===== src/lli_ram.sv =====
module lli_ram #(
    parameter int WIDTH = 64,
    parameter int DEPTH = 32
) (
    input  logic                                   clk,
    input  logic                                   we,
    input  logic [((DEPTH > 1) ? $clog2(DEPTH) : 1)-1:0] waddr,
    input  logic [WIDTH-1:0]                       wdata,
    input  logic                                   re,
    input  logic [((DEPTH > 1) ? $clog2(DEPTH) : 1)-1:0] raddr,
    output logic [WIDTH-1:0]                       rdata
);

    logic [WIDTH-1:0] mem [DEPTH];
    logic [WIDTH-1:0] rdata_reg;

    // single write port, registered read port
    always_ff @(posedge clk)
    begin
        if (we)
        begin
            mem[waddr] <= wdata;
        end
        if (re)
        begin
            rdata_reg <= mem[raddr];
        end
    end

    assign rdata = rdata_reg;

endmodule


===== config.mk =====
export PLATFORM = sky130hd
export DESIGN_NAME = lli_ram
export DESIGN_NICKNAME = d
export VERILOG_FILES = /design/src/lli_ram.sv
export SDC_FILE = /design/constraint.sdc
export NUM_CORES = 2
export LEC_CHECK = 0
export CAP_MARGIN = 25
export CORE_MARGIN = 5
export CORE_UTILIZATION = 43
export CTS_BUF_LIST = sky130_fd_sc_hd__clkbuf_4
export CTS_CLUSTER_SIZE = 8
export DETAILED_ROUTE_END_ITERATION = 12
export DONT_BUFFER_PORTS = 1
export PLACE_DENSITY = 0.62
export SLEW_MARGIN = 20
export SYNTH_ARGS = -nofsm -noshare
export SYNTH_HDL_FRONTEND = slang
export SYNTH_SLANG_ARGS = --single-unit
export TNS_END_PERCENT = 50

===== constraint.sdc =====
create_clock -name clk -period 5.7 [get_ports clk]
set_input_delay 0 -clock clk [delete_from_list [all_inputs] [get_ports clk]]
set_output_delay 0 -clock clk [all_outputs]
set_load 0.005 [all_outputs]

==> results.toml <==
[yosys]
synth-seq-cells = 2112
netlist.area_leader.share_pct = 79.7
synth_area_sq_mm = 0.0796
synth_area_leader_cell = "edfxtp_1"
synthCells = 3097
syn_nets = 3174
ys_warn_count = 0
syn_area_per_cell_sq_um = 25.7
yosysSeqAreaShare_pct = 79.7
ys_top_cells_by_area = "edfxtp_1 (80%), mux4_2 (17%), mux2_2 (1.0%)"
synth_cell_types = 30

[drt]
first_pass_iters = 7
num_vias = 38200
wl_per_cell_um = 29.7
drtIter0Drc = 4028
drc = 0
totalWireLength_um = 200000
viasPerCell = 5.68
ant_nets = 0

[run_status]
status = "finished clean"

[sta]
hold_ws_ns = 0.0883
clock_skew_ns = 0.0894
finalHoldViolCount = 0
setup_violations = 0
slew-limit-headroom_pct = 20.8
worstMarginPinSlew_ns = 1.19
max_freq_mhz = 275
tns_ns = 0
finalCritPeriodShare_pct = 63.8
rsz0062_at_grt = "no"
drv_slew = 0
layout_min_cycle_time_ns = 3.64

[worst_setup_path]
cp.arrival_ns = 4.60
reg2reg_to = "rdata[20]"
path_cells = "mux4_2 -> dlygate4sd3_1 -> mux4_2 -> dlygate4sd3_1 -> mux2_2 -> dlygate4sd3_1"
crit_type = "reg2reg"
crit_path_max_fanout = 1
cp_common_cell = "dlygate4sd3_1"
end_kind = "flop"
r2r_setup_slack_ns = 2.06
cp_slowest_cell = "dlygate4sd3_1"
cp.required_ns = 6.67
max_stage_delay_ns = 0.60
worstRegToRegCells = 6
worstReg2RegStart = "mem[16][20]"
crit_path_start_kind = "flop"

[power_and_ir_drop]
peakVddDrop_mv = 0.237
p_per_area_mw_per_mm2 = 336
power.leakage_nw = 29.7

[clocking]
clk_latency_ns = 1.30
clkSinkCount = 2112
clock-root-buffer = "clkbuf_4"
htreeDepth = 6
cts.path.max_buffers = 4
post_cts_buffers = 0
cts_buffers = 550
holdBufCountCts = 307
path_clk_slew_ns = 0.07
cts_tree = "done"
ctsResizeCount = 0

[global_routing]
grt_max_degree = 355
first_global_vias = 40000
gr-total-overflow = 0
antenna_found_initial = 6
grt_use_total_pct = 20.7
grt_pass1_wl_um = 287000

[floorplan]
fp.coreArea_sq_mm = 0.185
initial_core_util_pct = 43.1
dieArea_sq_mm = 0.194
num_rows = 158
die_w_um = 440
ioPinCount = 141
die_h_um = 440

[place]
post-place-cells = 5472
dp_hpwl_um = 92100
io_buffers = 0
place.gp.congestion = 0.734

[layout]
drive_above_1_share_pct = 39.7
area.growth.synth_to_final_pct = 17.3
post-route-util_pct = 50.5
fin_cells = 6726
largest_register_ff_count = 2048
fin_nets = 3978
nFillCells = 14600

[min_path]
hold_end = "mem[4][6]"
hold_path.class = "in2reg"
min_path_cells = 3
min_from = "wdata[6]"

[job]
drv_cap = 0
## through the flow
| stage | worst slack, ns | power (mW) | area (sq um) |
|---|---|---|---|
| floorplan | 1.88 | 18.6 | 79600 |
| global placement | 2.82 | 18.7 | 82700 |
| detailed placement | 2.81 | 18.7 | 82800 |
| CTS | 2.09 | 31.7 | 92900 |
| global route | 2.02 | 32.7 | 93400 |
| finish | 2.06 | 31.4 | 93400 |
## placed cells by master (no fill, tap or decap), types with 3 or more instances in the layout
cell,Yosys,routed
edfxtp_1,2112,2112
clkbuf_4,0,792
mux4_2,602,602
dlygate4sd3_1,0,252
mux2_2,74,74
clkinv_1,0,72
buf_12,0,62
mux2i_1,38,38
buf_4,14,35
nor2_4,0,32
buf_2,65,30
buf_16,0,14
inv_2,1,13
a221oi_1,12,12
o22ai_1,10,10
diode_2,0,9
nor2_1,41,9
o21ai_0,9,9
buf_6,3,9
nand3b_1,5,5
clkinv_2,0,5
buf_8,0,5
nor2b_1,4,4
nand2_1,3,3
o2bb2ai_1,3,3
o221ai_1,3,3
and2_1,3,3
a211oi_1,3,3
a22oi_1,3,3
o211ai_1,3,3
o31a_1,3,3
bufinv_16,0,3
## per-layer routing
layer  up-vias  share of wire [%]  global-route usage (%)  wire length, um
met5         -                  0                       0                0
met4         0                1.9                    5.62             3820
met3       284                7.8                    4.58            15500
met2      1752                 50                    33.7            99500
met1     20700                 40                    28.4            80700
li1      15500                  -                       -                -
## worst max-delay path by stage
stage,from,end,cells after the start
2_1_floorplan,waddr[1],mem[12][0],3
3_3_place_gp,waddr[1],mem[20][34],3
3_5_place_dp,waddr[1],mem[29][58],3
4_1_cts,mem[16][20],rdata[20],6
5_1_grt,mem[16][20],rdata[20],6
6_report,mem[16][20],rdata[20],6
## cells in the mapped netlist (all sizes together)
cell	count
a211oi	3
a221oi	12
a22o	1
a22oi	3
and2	4
buf	101
clkbuf	55
edfxtp	2112
inv	1
mux2	74
mux2i	38
mux4	602
nand2	3
nand2b	2
nand3	2
nand3b	5
nor2	41
nor2b	4
o211ai	3
o21ai	9
o221ai	3
o22ai	10
o2bb2ai	3
o31a	3
or3	1
or3b	2
## logic make-up after synthesis
kind of cell | share of synthesized area, %
AOI/OAI and AO/OA | 0.462
buffers and inverters | 0.937
DFF | 79.7
muxes | 18.6
and+or+nand+nor | 0.376
## critical path, delay by kind of cell (launching register included)
kind / cells / cell delay, ns
multiplexers: 3 / 1.20
buffers and inverters: 3 / 1.74
flip-flops: 1 / 0.36
## cell type report
type / instances / area (sq um) / share of cell area [%]
antenna: 9 / 22.5 / 0.0241
clock inverter: 96 / 463 / 0.496
tap: 2480 / 3100 / 3.32
timing repair buffer: 408 / 4740 / 5.08
clock buffer: 792 / 5950 / 6.37
multi-input combinational: 828 / 15700 / 16.8
sequential: 2112 / 63400 / 67.9
inverter: 1 / 3.75 / 0.00402
## power by group
part / internal [mW] / leakage (nW) / switching [mW] / total, mW
combinational: 0.837 / 6.72 / 0.844 / 1.68
sequential: 17.3 / 19.1 / 0.0781 / 17.4
clock: 6.46 / 3.88 / 5.82 / 12.3
Note: power is estimated with default switching activity, not from simulation.
