**src/lli_pkg.sv**
```systemverilog
package lli_pkg;

    // field widths of the command and result beats
    localparam int VAL_W = 32;
    localparam int REQ_W = 2;
    localparam int IDX_W = 5;
    localparam int CFG_W = 6;

    // reset value of the points-in-use register
    localparam logic [CFG_W-1:0] CFG_RESET = 6'd2;

    // request codes; the fourth code has no meaning
    typedef enum logic [REQ_W-1:0] {
        REQ_WRITE = 2'd0,
        REQ_FWD   = 2'd1,
        REQ_REV   = 2'd2
    } req_t;

    // result status codes
    typedef enum logic [1:0] {
        ST_FOUND = 2'd0,
        ST_CLAMP = 2'd1,
        ST_NOSEG = 2'd2,
        ST_WRITE = 2'd3
    } status_t;

    // divider request: product over segment width
    typedef struct packed {
        logic                 start;
        logic [2*VAL_W-1:0]   dividend;
        logic [VAL_W-1:0]     divisor;
    } div_req_t;

    // divider response
    typedef struct packed {
        logic                 done;
        logic [VAL_W-1:0]     quot;
    } div_out_t;

endpackage

```
**src/lli_div.sv**
```systemverilog
module lli_div (
    input  logic              clk,
    input  logic              rst_n,
    input  lli_pkg::div_req_t req,
    output lli_pkg::div_out_t rsp
);

    import lli_pkg::*;

    // quotient is known to fit in VAL_W bits, so only the low half is iterated
    localparam int STEP_W = $clog2(VAL_W);

    logic                 run_reg;
    logic                 done_reg;
    logic [STEP_W-1:0]    cnt_reg;
    logic [VAL_W-1:0]     rem_reg;
    logic [VAL_W-1:0]     quo_reg;
    logic [VAL_W-1:0]     dvs_reg;

    logic [VAL_W:0]       trial;
    logic [VAL_W:0]       diff;
    logic                 ge;

    // one restoring step: shift in the next dividend bit and try a subtract
    assign trial = {rem_reg, quo_reg[VAL_W-1]};
    assign diff  = trial - {1'b0, dvs_reg};
    assign ge    = (trial >= {1'b0, dvs_reg});

    // step control
    always_ff @(posedge clk or negedge rst_n)
    begin
        if (!rst_n)
        begin
            run_reg  <= 1'b0;
            done_reg <= 1'b0;
            cnt_reg  <= '0;
        end
        else
        begin
            done_reg <= 1'b0;
            if (req.start)
            begin
                run_reg <= 1'b1;
                cnt_reg <= '0;
            end
            else if (run_reg)
            begin
                cnt_reg <= cnt_reg + STEP_W'(1);
                if (cnt_reg == STEP_W'(VAL_W - 1))
                begin
                    run_reg  <= 1'b0;
                    done_reg <= 1'b1;
                end
            end
        end
    end

    // partial remainder and quotient bits
    always_ff @(posedge clk)
    begin
        if (req.start)
        begin
            rem_reg <= req.dividend[2*VAL_W-1:VAL_W];
            quo_reg <= req.dividend[VAL_W-1:0];
            dvs_reg <= req.divisor;
        end
        else if (run_reg)
        begin
            rem_reg <= ge ? diff[VAL_W-1:0] : trial[VAL_W-1:0];
            quo_reg <= {quo_reg[VAL_W-2:0], ge};
        end
    end

    assign rsp.done = done_reg;
    assign rsp.quot = quo_reg;

endmodule

```
**config.mk**
```make
export PLATFORM = sky130hd
export DESIGN_NAME = lli_div
export DESIGN_NICKNAME = d
export VERILOG_FILES = /design/src/lli_pkg.sv /design/src/lli_div.sv
export SDC_FILE = /design/constraint.sdc
export NUM_CORES = 1
export LEC_CHECK = 0
export BUFFER_PORTS_ARGS = -buffer_cell sky130_fd_sc_hd__buf_4
export CORE_UTILIZATION = 50
export CTS_CLUSTER_DIAMETER = 40
export DETAILED_ROUTE_END_ITERATION = 10
export PLACE_DENSITY = 0.75
export RECOVER_POWER = 50
export SYNTH_ARGS = -nofsm -noshare
export SYNTH_HDL_FRONTEND = slang
export SYNTH_SLANG_ARGS = --single-unit
```
**constraint.sdc**
```tcl
create_clock -name clk -period 3.4 [get_ports clk]
set_input_delay 0.34 -clock clk [delete_from_list [all_inputs] [get_ports clk]]
set_output_delay 0.34 -clock clk [all_outputs]
set_load 0.005 [all_outputs]
```
==> results.yml, run 1 <==
die:
  coreArea_mm2: 0.0116
  die_h_um: 112
  initial_core_util_pct: 52.2
  io_pins: 132
  fp.dieW_um: 112
  die-area_mm2: 0.0126
  fp-row-count: 39
cts:
  cts.htree.levels: 3
  cts_root_buffer: "clkbuf_16"
  cts_buffer_depth: 2
  cts_made_buffers: 9
  clk_latency_ns: 0.36
  cts_tree: "built"
  clk_pin_slew_ns: 0.08
  cts_sinks: 103
worst_hold_path:
  min_from: "req[27]"
  holdPathEnd: "dvs_reg[27]"
  hold_class: "in -> reg"
  hold_depth: 1
timing:
  slew_violations: 0
  skew_ns: 0.0114
  fin_crit_sh_pct: 96.9
  fmax_mhz: 304
  relSlewSlack_pct: 15.5
  hold_viol: 0
  fin_crit_ns: 3.29
  tightest_slew_ns: 1.27
  setup_viol: 0
logic_synthesis:
  seq_area_frac_synth_pct: 50.4
  synth_flop_cell: "edfxtp_1"
  async_reset_ff_share_pct: 6.80
  synthMuxAreaShare_pct: 15.6
  synth-edff-count: 96
  ys_ff_latch: 103
  synthDistinctLibCells: 53
  syn_nets: 622
  synth_compound_area_share_pct: 10.9
  synthSimpleGateAreaFrac_pct: 7.11
  avgSynthCellArea_um2: 12.4
  synth-adder-area-share_pct: 7.34
  yosysWarnings: 0
  synth_cells: 488
  synthXorXnorAreaFrac_pct: 4.33
  syn-cell-area_mm2: 0.00607
  synth_top_family_by_area: "multiplexers"
detailed_routing:
  wire_per_inst_um: 17.0
  vias_per_cell: 5.48
  drt-initial-drc-count: 181
  antenna_left: 0
  dr_wl_met2_um: 6330
  wl_met3_um: 1020
  num_vias: 4244
  wl_met1_um: 5690
  drc: 7
  routed.top_layer: "met4"
  drtPass1Iterations: 8
  wl_um: 13100
worst_setup_path:
  worstPathMaxFanout: 2
  r2r.worst_path.cells: 13
  critPathKind: "reg -> reg"
  critical_path_arrival_ns: 3.42
  cp.required_ns: 3.52
  startpoint_type: "flip-flop"
  r2r_setup_slack_ns: 0.11
  endpoint_kind: "flip-flop"
  regToRegEndpoint: "rem_reg[24]"
  crit-reg2reg-launch: "quo_reg[31]"
placement:
  dpl_cell_area_mm2: 0.00723
  numPortBuffers: 131
  hpwl_um: 9540
  globalplace.congestion: 0.826
global_routing:
  grt-ovfl-total: 0
  grt_pass1_wl_um: 21400
  antenna_found_initial: 0
  grt_pass1_vias: 4470
  grtUsageTotal_pct: 22.0
  grt_max_degree: 56
cells_and_area:
  final_cell_mix: "edfxtp_1 (96), buf_4 (79), mux2_2 (58)"
  diodes: 0
  final_common_cell: "edfxtp_1"
  final_area_mm2: 0.00756
  drive_gt1_share_pct: 37.9
  area_growth_syn_to_layout_pct: 24.6
  final_nets: 760
pwr:
  p_leak_nw: 3.34
  power.total_mw: 6.11
  p_per_area_mw_per_mm2: 808
  ir_worst_vdd_uv: 448
run:
  cap_violations: 0
status:
  status: "complete, but fails checks"
  failed_checks: "DRC"
==> kinds of logic (layout without fill, tap and decap cells) <==
logic type | count (synthesis) | count (layout)
AO/OA/AOI/OAI | 95 | 95
XOR/XNOR | 30 | 30
adder cells (fa/ha/maj) | 35 | 35
buffers and inverters | 60 | 203
flip-flops | 103 | 103
multiplexers | 80 | 80
AND/OR/NAND/NOR | 85 | 85
==> power breakdown <==
part           internal, mW  switching, mW  total [mW]
Combinational          1.66           1.43        3.09
Clock                 0.587          0.516        1.10
Sequential             1.76          0.163        1.92
==> metal layers <==
layer  up-vias  GRT usage (%)
li1       2092              -
met1      2031           26.4
met2       112           36.7
met3         9           8.96
met4         0           5.51
met5         -              0
==> how the worst max path moves through the flow <==
stage | from | to | slack, ns | cells after the start
after global routing | quo_reg[31] | rem_reg[12] | -0.02 | 14
after floorplan | quo_reg[31] | rem_reg[28] | 0.21 | 13
after global placement | quo_reg[31] | rem_reg[24] | 0.20 | 13
after detailed placement | quo_reg[31] | rem_reg[28] | 0.05 | 13
final | quo_reg[31] | rem_reg[24] | 0.11 | 13
after CTS | quo_reg[31] | rem_reg[12] | 0.04 | 14
==> through the flow <==
stage / util (%) / hold WS, ns / setup TNS (ns) / setup slack (ns) / instances
final: 65.1 / 0.168 / 0 / 0.105 / 774
after global routing: 65.1 / 0.150 / -0.0450 / -0.0178 / 774
after CTS: 65.0 / 0.133 / 0 / 0.0366 / 771
after detailed placement: 62.2 / 0.157 / 0 / 0.0518 / 754
after global placement: 62.2 / 0.154 / 0 / 0.198 / 754
after floorplan: - / 0.0444 / 0 / 0.209 / 488
==> what timing repair did <==
item | CTS | global route
endpoints found under the setup margin | 1 | 26
hold buffers | 1 | 0
pin swaps | 0 | 3
buffers inserted | 0 | 3
resized for setup | 1 | 8
hold endpoints to repair | 7 | 0
==> synth_stat cells, drive strengths merged (6+ instances only) <==
cell	n	area share, %
clkbuf	11	0.68
dfrtp	7	2.9
o21ai	16	1.3
nor3	8	0.66
ha	34	7.0
a21o	19	2.4
nor2	18	1.1
o21a	6	0.76
buf	10	1.2
mux2i	7	1.2
a21oi	24	2.0
nand2	24	1.5
xnor2	14	2.0
xor2	16	2.3
inv	39	2.4
mux2	73	14
edfxtp	96	48
nand4	6	0.62
==> critical path: stages (launching register included) <==
cell      delay, ns
edfxtp_1       0.40
inv_1          0.09
ha_1           0.17
inv_1          0.06
fa_1           0.40
a21o_1         0.21
a221oi_2       0.29
o31a_1         0.18
o211ai_1       0.12
a31o_2         0.31
a31oi_4        0.21
xnor2_1        0.10
mux2_4         0.26
mux2_2         0.25
==> final cells by class <==
class | instances | area [µm²]
clock inverters | 7 | 85.1
fillers | 925 | 4050
inverters | 39 | 146
repair buffers | 148 | 1090
clock buffers | 9 | 225
well taps | 143 | 179
multi-input cells | 325 | 2780
flip-flops and latches | 103 | 3060
(Power assumes the default switching activity.)
==> inputs of run 2 (changes only) <==
--- a/config.mk
+++ b/config.mk
@@ -9,7 +9,7 @@
 export CORE_UTILIZATION = 50
 export CTS_CLUSTER_DIAMETER = 40
 export DETAILED_ROUTE_END_ITERATION = 10
-export PLACE_DENSITY = 0.75
+export PLACE_DENSITY = 0.81
 export RECOVER_POWER = 50
 export SYNTH_ARGS = -nofsm -noshare
 export SYNTH_HDL_FRONTEND = slang
==> run 2 against run 1 <==
- the run ends with DRC, capacitance limit, slew limit left
- combinational power is essentially flat
- total power grew 1.1%
- final area grew 0.25%
- maximum frequency grew 1.1%
- global-route usage shrank 0.11 points
- wire length shrank 0.67%
- cell count shrank 0.39%
- register-to-register slack gained 0.04 ns
==> results.yml, run 2 (synthesis gave the netlist of run 1 again) <==
status:
  status: "complete, but fails checks"
  failed_checks: "DRC, capacitance limit, slew limit"
cells_and_area:
  nFillCells: 864
  area_growth_syn_to_layout_pct: 24.9
  final_nets: 757
  diodes: 0
  drive_gt1_share_pct: 38.1
  final_area_mm2: 0.00758
  final_cell_mix: "edfxtp_1 (96), buf_4 (76), mux2_2 (58), clkbuf_4 (58), inv_1 (39)"
  final_common_cell: "edfxtp_1"
timing:
  fmax_mhz: 307
  relSlewSlack_pct: -7.07
  setup_ws_ns: 0.141
  hold_viol: 0
  skew_ns: 0.00797
  fin_crit_ns: 3.26
  fin_crit_sh_pct: 95.8
  setup_viol: 0
  tightest_slew_ns: 1.61
  slew_violations: 72
worst_setup_path:
  cp.required_ns: 3.52
  crit_path_max_incr_delay_ns: 0.40
  worstPathMaxFanout: 2
  endpoint_kind: "flip-flop"
  crit_slowest_cell: "edfxtp_1"
  critical_path_arrival_ns: 3.37
  startpoint_type: "flip-flop"
  crit-reg2reg-launch: "quo_reg[31]"
  r2r_setup_slack_ns: 0.14
  startpoint: "quo_reg[31]"
  critPathKind: "reg -> reg"
  crit_buf_inv: 2
  cp_common_cell: "inv_1"
  cp_top_family: "compound AO/OA/AOI/OAI gates"
  path_cells: "inv_1, ha_1, inv_1, fa_2, a21o_1, a221oi_2, o31a_1, o211ai_1, a31o_2, a31oi_4, o21ai_0, xor2_1, a221o_1"
cts:
  cts_tree: "built"
  cts_root_buffer: "clkbuf_16"
  cts_sinks: 103
  cts_made_buffers: 9
  clk_latency_ns: 0.36
  clk_pin_slew_ns: 0.08
  cts.htree.levels: 3
  cts_buffer_depth: 2
detailed_routing:
  wl_um: 13100
  wire_per_inst_um: 16.9
  drt-initial-drc-count: 185
  antenna_left: 0
  vias_per_cell: 5.54
  drc: 3
  num_vias: 4268
  drtPass1Iterations: 8
placement:
  dp_slack_ns: 0.0733
  hpwl_um: 9590
  dpl_cell_area_mm2: 0.00722
  numPortBuffers: 131
  globalplace.congestion: 0.843
die:
  fp.dieW_um: 112
  die-area_mm2: 0.0126
  die_h_um: 112
  io_pins: 132
  initial_core_util_pct: 52.2
  fp-row-count: 39
  coreArea_mm2: 0.0116
worst_hold_path:
  min_from: "req[7]"
  hold_class: "in -> reg"
global_routing:
  grt_max_degree: 72
  grt_pass1_wl_um: 21400
  antenna_found_initial: 0
  grt_pass1_vias: 4353
  grtUsageTotal_pct: 21.8
  grt-ovfl-total: 0
pwr:
  p_leak_nw: 3.36
  ir_worst_vdd_uv: 374
  p_per_area_mw_per_mm2: 816
run:
  cap_violations: 1
## run 2: cell types whose count changed in the layout (fill, tap and decap cells not counted), moves of 2 or more
| cell | change |
|---|---|
| buf_4 | -3 |
| clkbuf_1 | -3 |
| o21ai_0 | +2 |
| a21oi_1 | +2 |
| a21oi_2 | -2 |
| clkbuf_4 | +2 |
| clkinvlp_4 | -2 |
| o21ai_1 | -2 |
## run 2: layout make-up
| type | instances | area, µm² | share of cell area [%] |
|---|---|---|---|
| Sequential cell | 103 | 3060 | 40.3 |
| Multi-Input combinational cell | 325 | 2770 | 36.6 |
| Timing Repair Buffer | 145 | 1090 | 14.3 |
| Clock buffer | 9 | 225 | 2.97 |
| Tap cell | 143 | 179 | 2.36 |
| Inverter | 39 | 146 | 1.93 |
| Clock inverter | 7 | 109 | 1.44 |
## run 2: worst reg2reg max path, cell delays in order, from the launching register on
cell and delay, ns:
edfxtp_1 0.40, inv_1 0.10, ha_1 0.16, inv_1 0.05, fa_2 0.36, a21o_1 0.22, a221oi_2 0.29, o31a_1 0.17
o211ai_1 0.14, a31o_2 0.32, a31oi_4 0.21, o21ai_0 0.13, xor2_1 0.16, a221o_1 0.32
## run 2: final timing paths
check,end,cells after the start
setup / recovery,rem_reg[28],13
hold / removal,dvs_reg[7],1
setup reg to reg,rem_reg[28],13
hold reg to reg,cnt_reg[4],2
max in group asynchronous,cnt_reg[1],2
min in group asynchronous,done_reg,2
## run 2: repair_timing
action,4_1_cts,5_1_grt
hold buffers,1,0
resized for setup,0,7
setup buffers,0,2
endpoints found under the setup margin,0,21
hold endpoints to repair,7,0
## run 2: per-stage QoR
stage	total power [mW]	util (%)	hold WS, ns	TNS [ns]	std cells
2_1_floorplan	4.25	-	0.0444	0	488
3_3_place_gp	4.85	62.2	0.152	0	752
3_5_place_dp	4.95	62.2	0.155	0	752
4_1_cts	6.15	65.2	0.138	0	769
5_1_grt	6.57	65.3	0.159	-0.114	771
6_report	6.18	65.3	0.172	0	771
## run 2: metal layers
layer	GRT usage [%]	routed length, µm
met1	27.1	5670
met2	35.9	6180
met3	7.40	984
met4	7.38	223
met5	0	0
## run 2: power by group
group	internal, mW	switching (mW)	leakage, nW
Sequential	1.76	0.168	1.08
Clock	0.663	0.508	0.164
Combinational	1.66	1.42	2.11
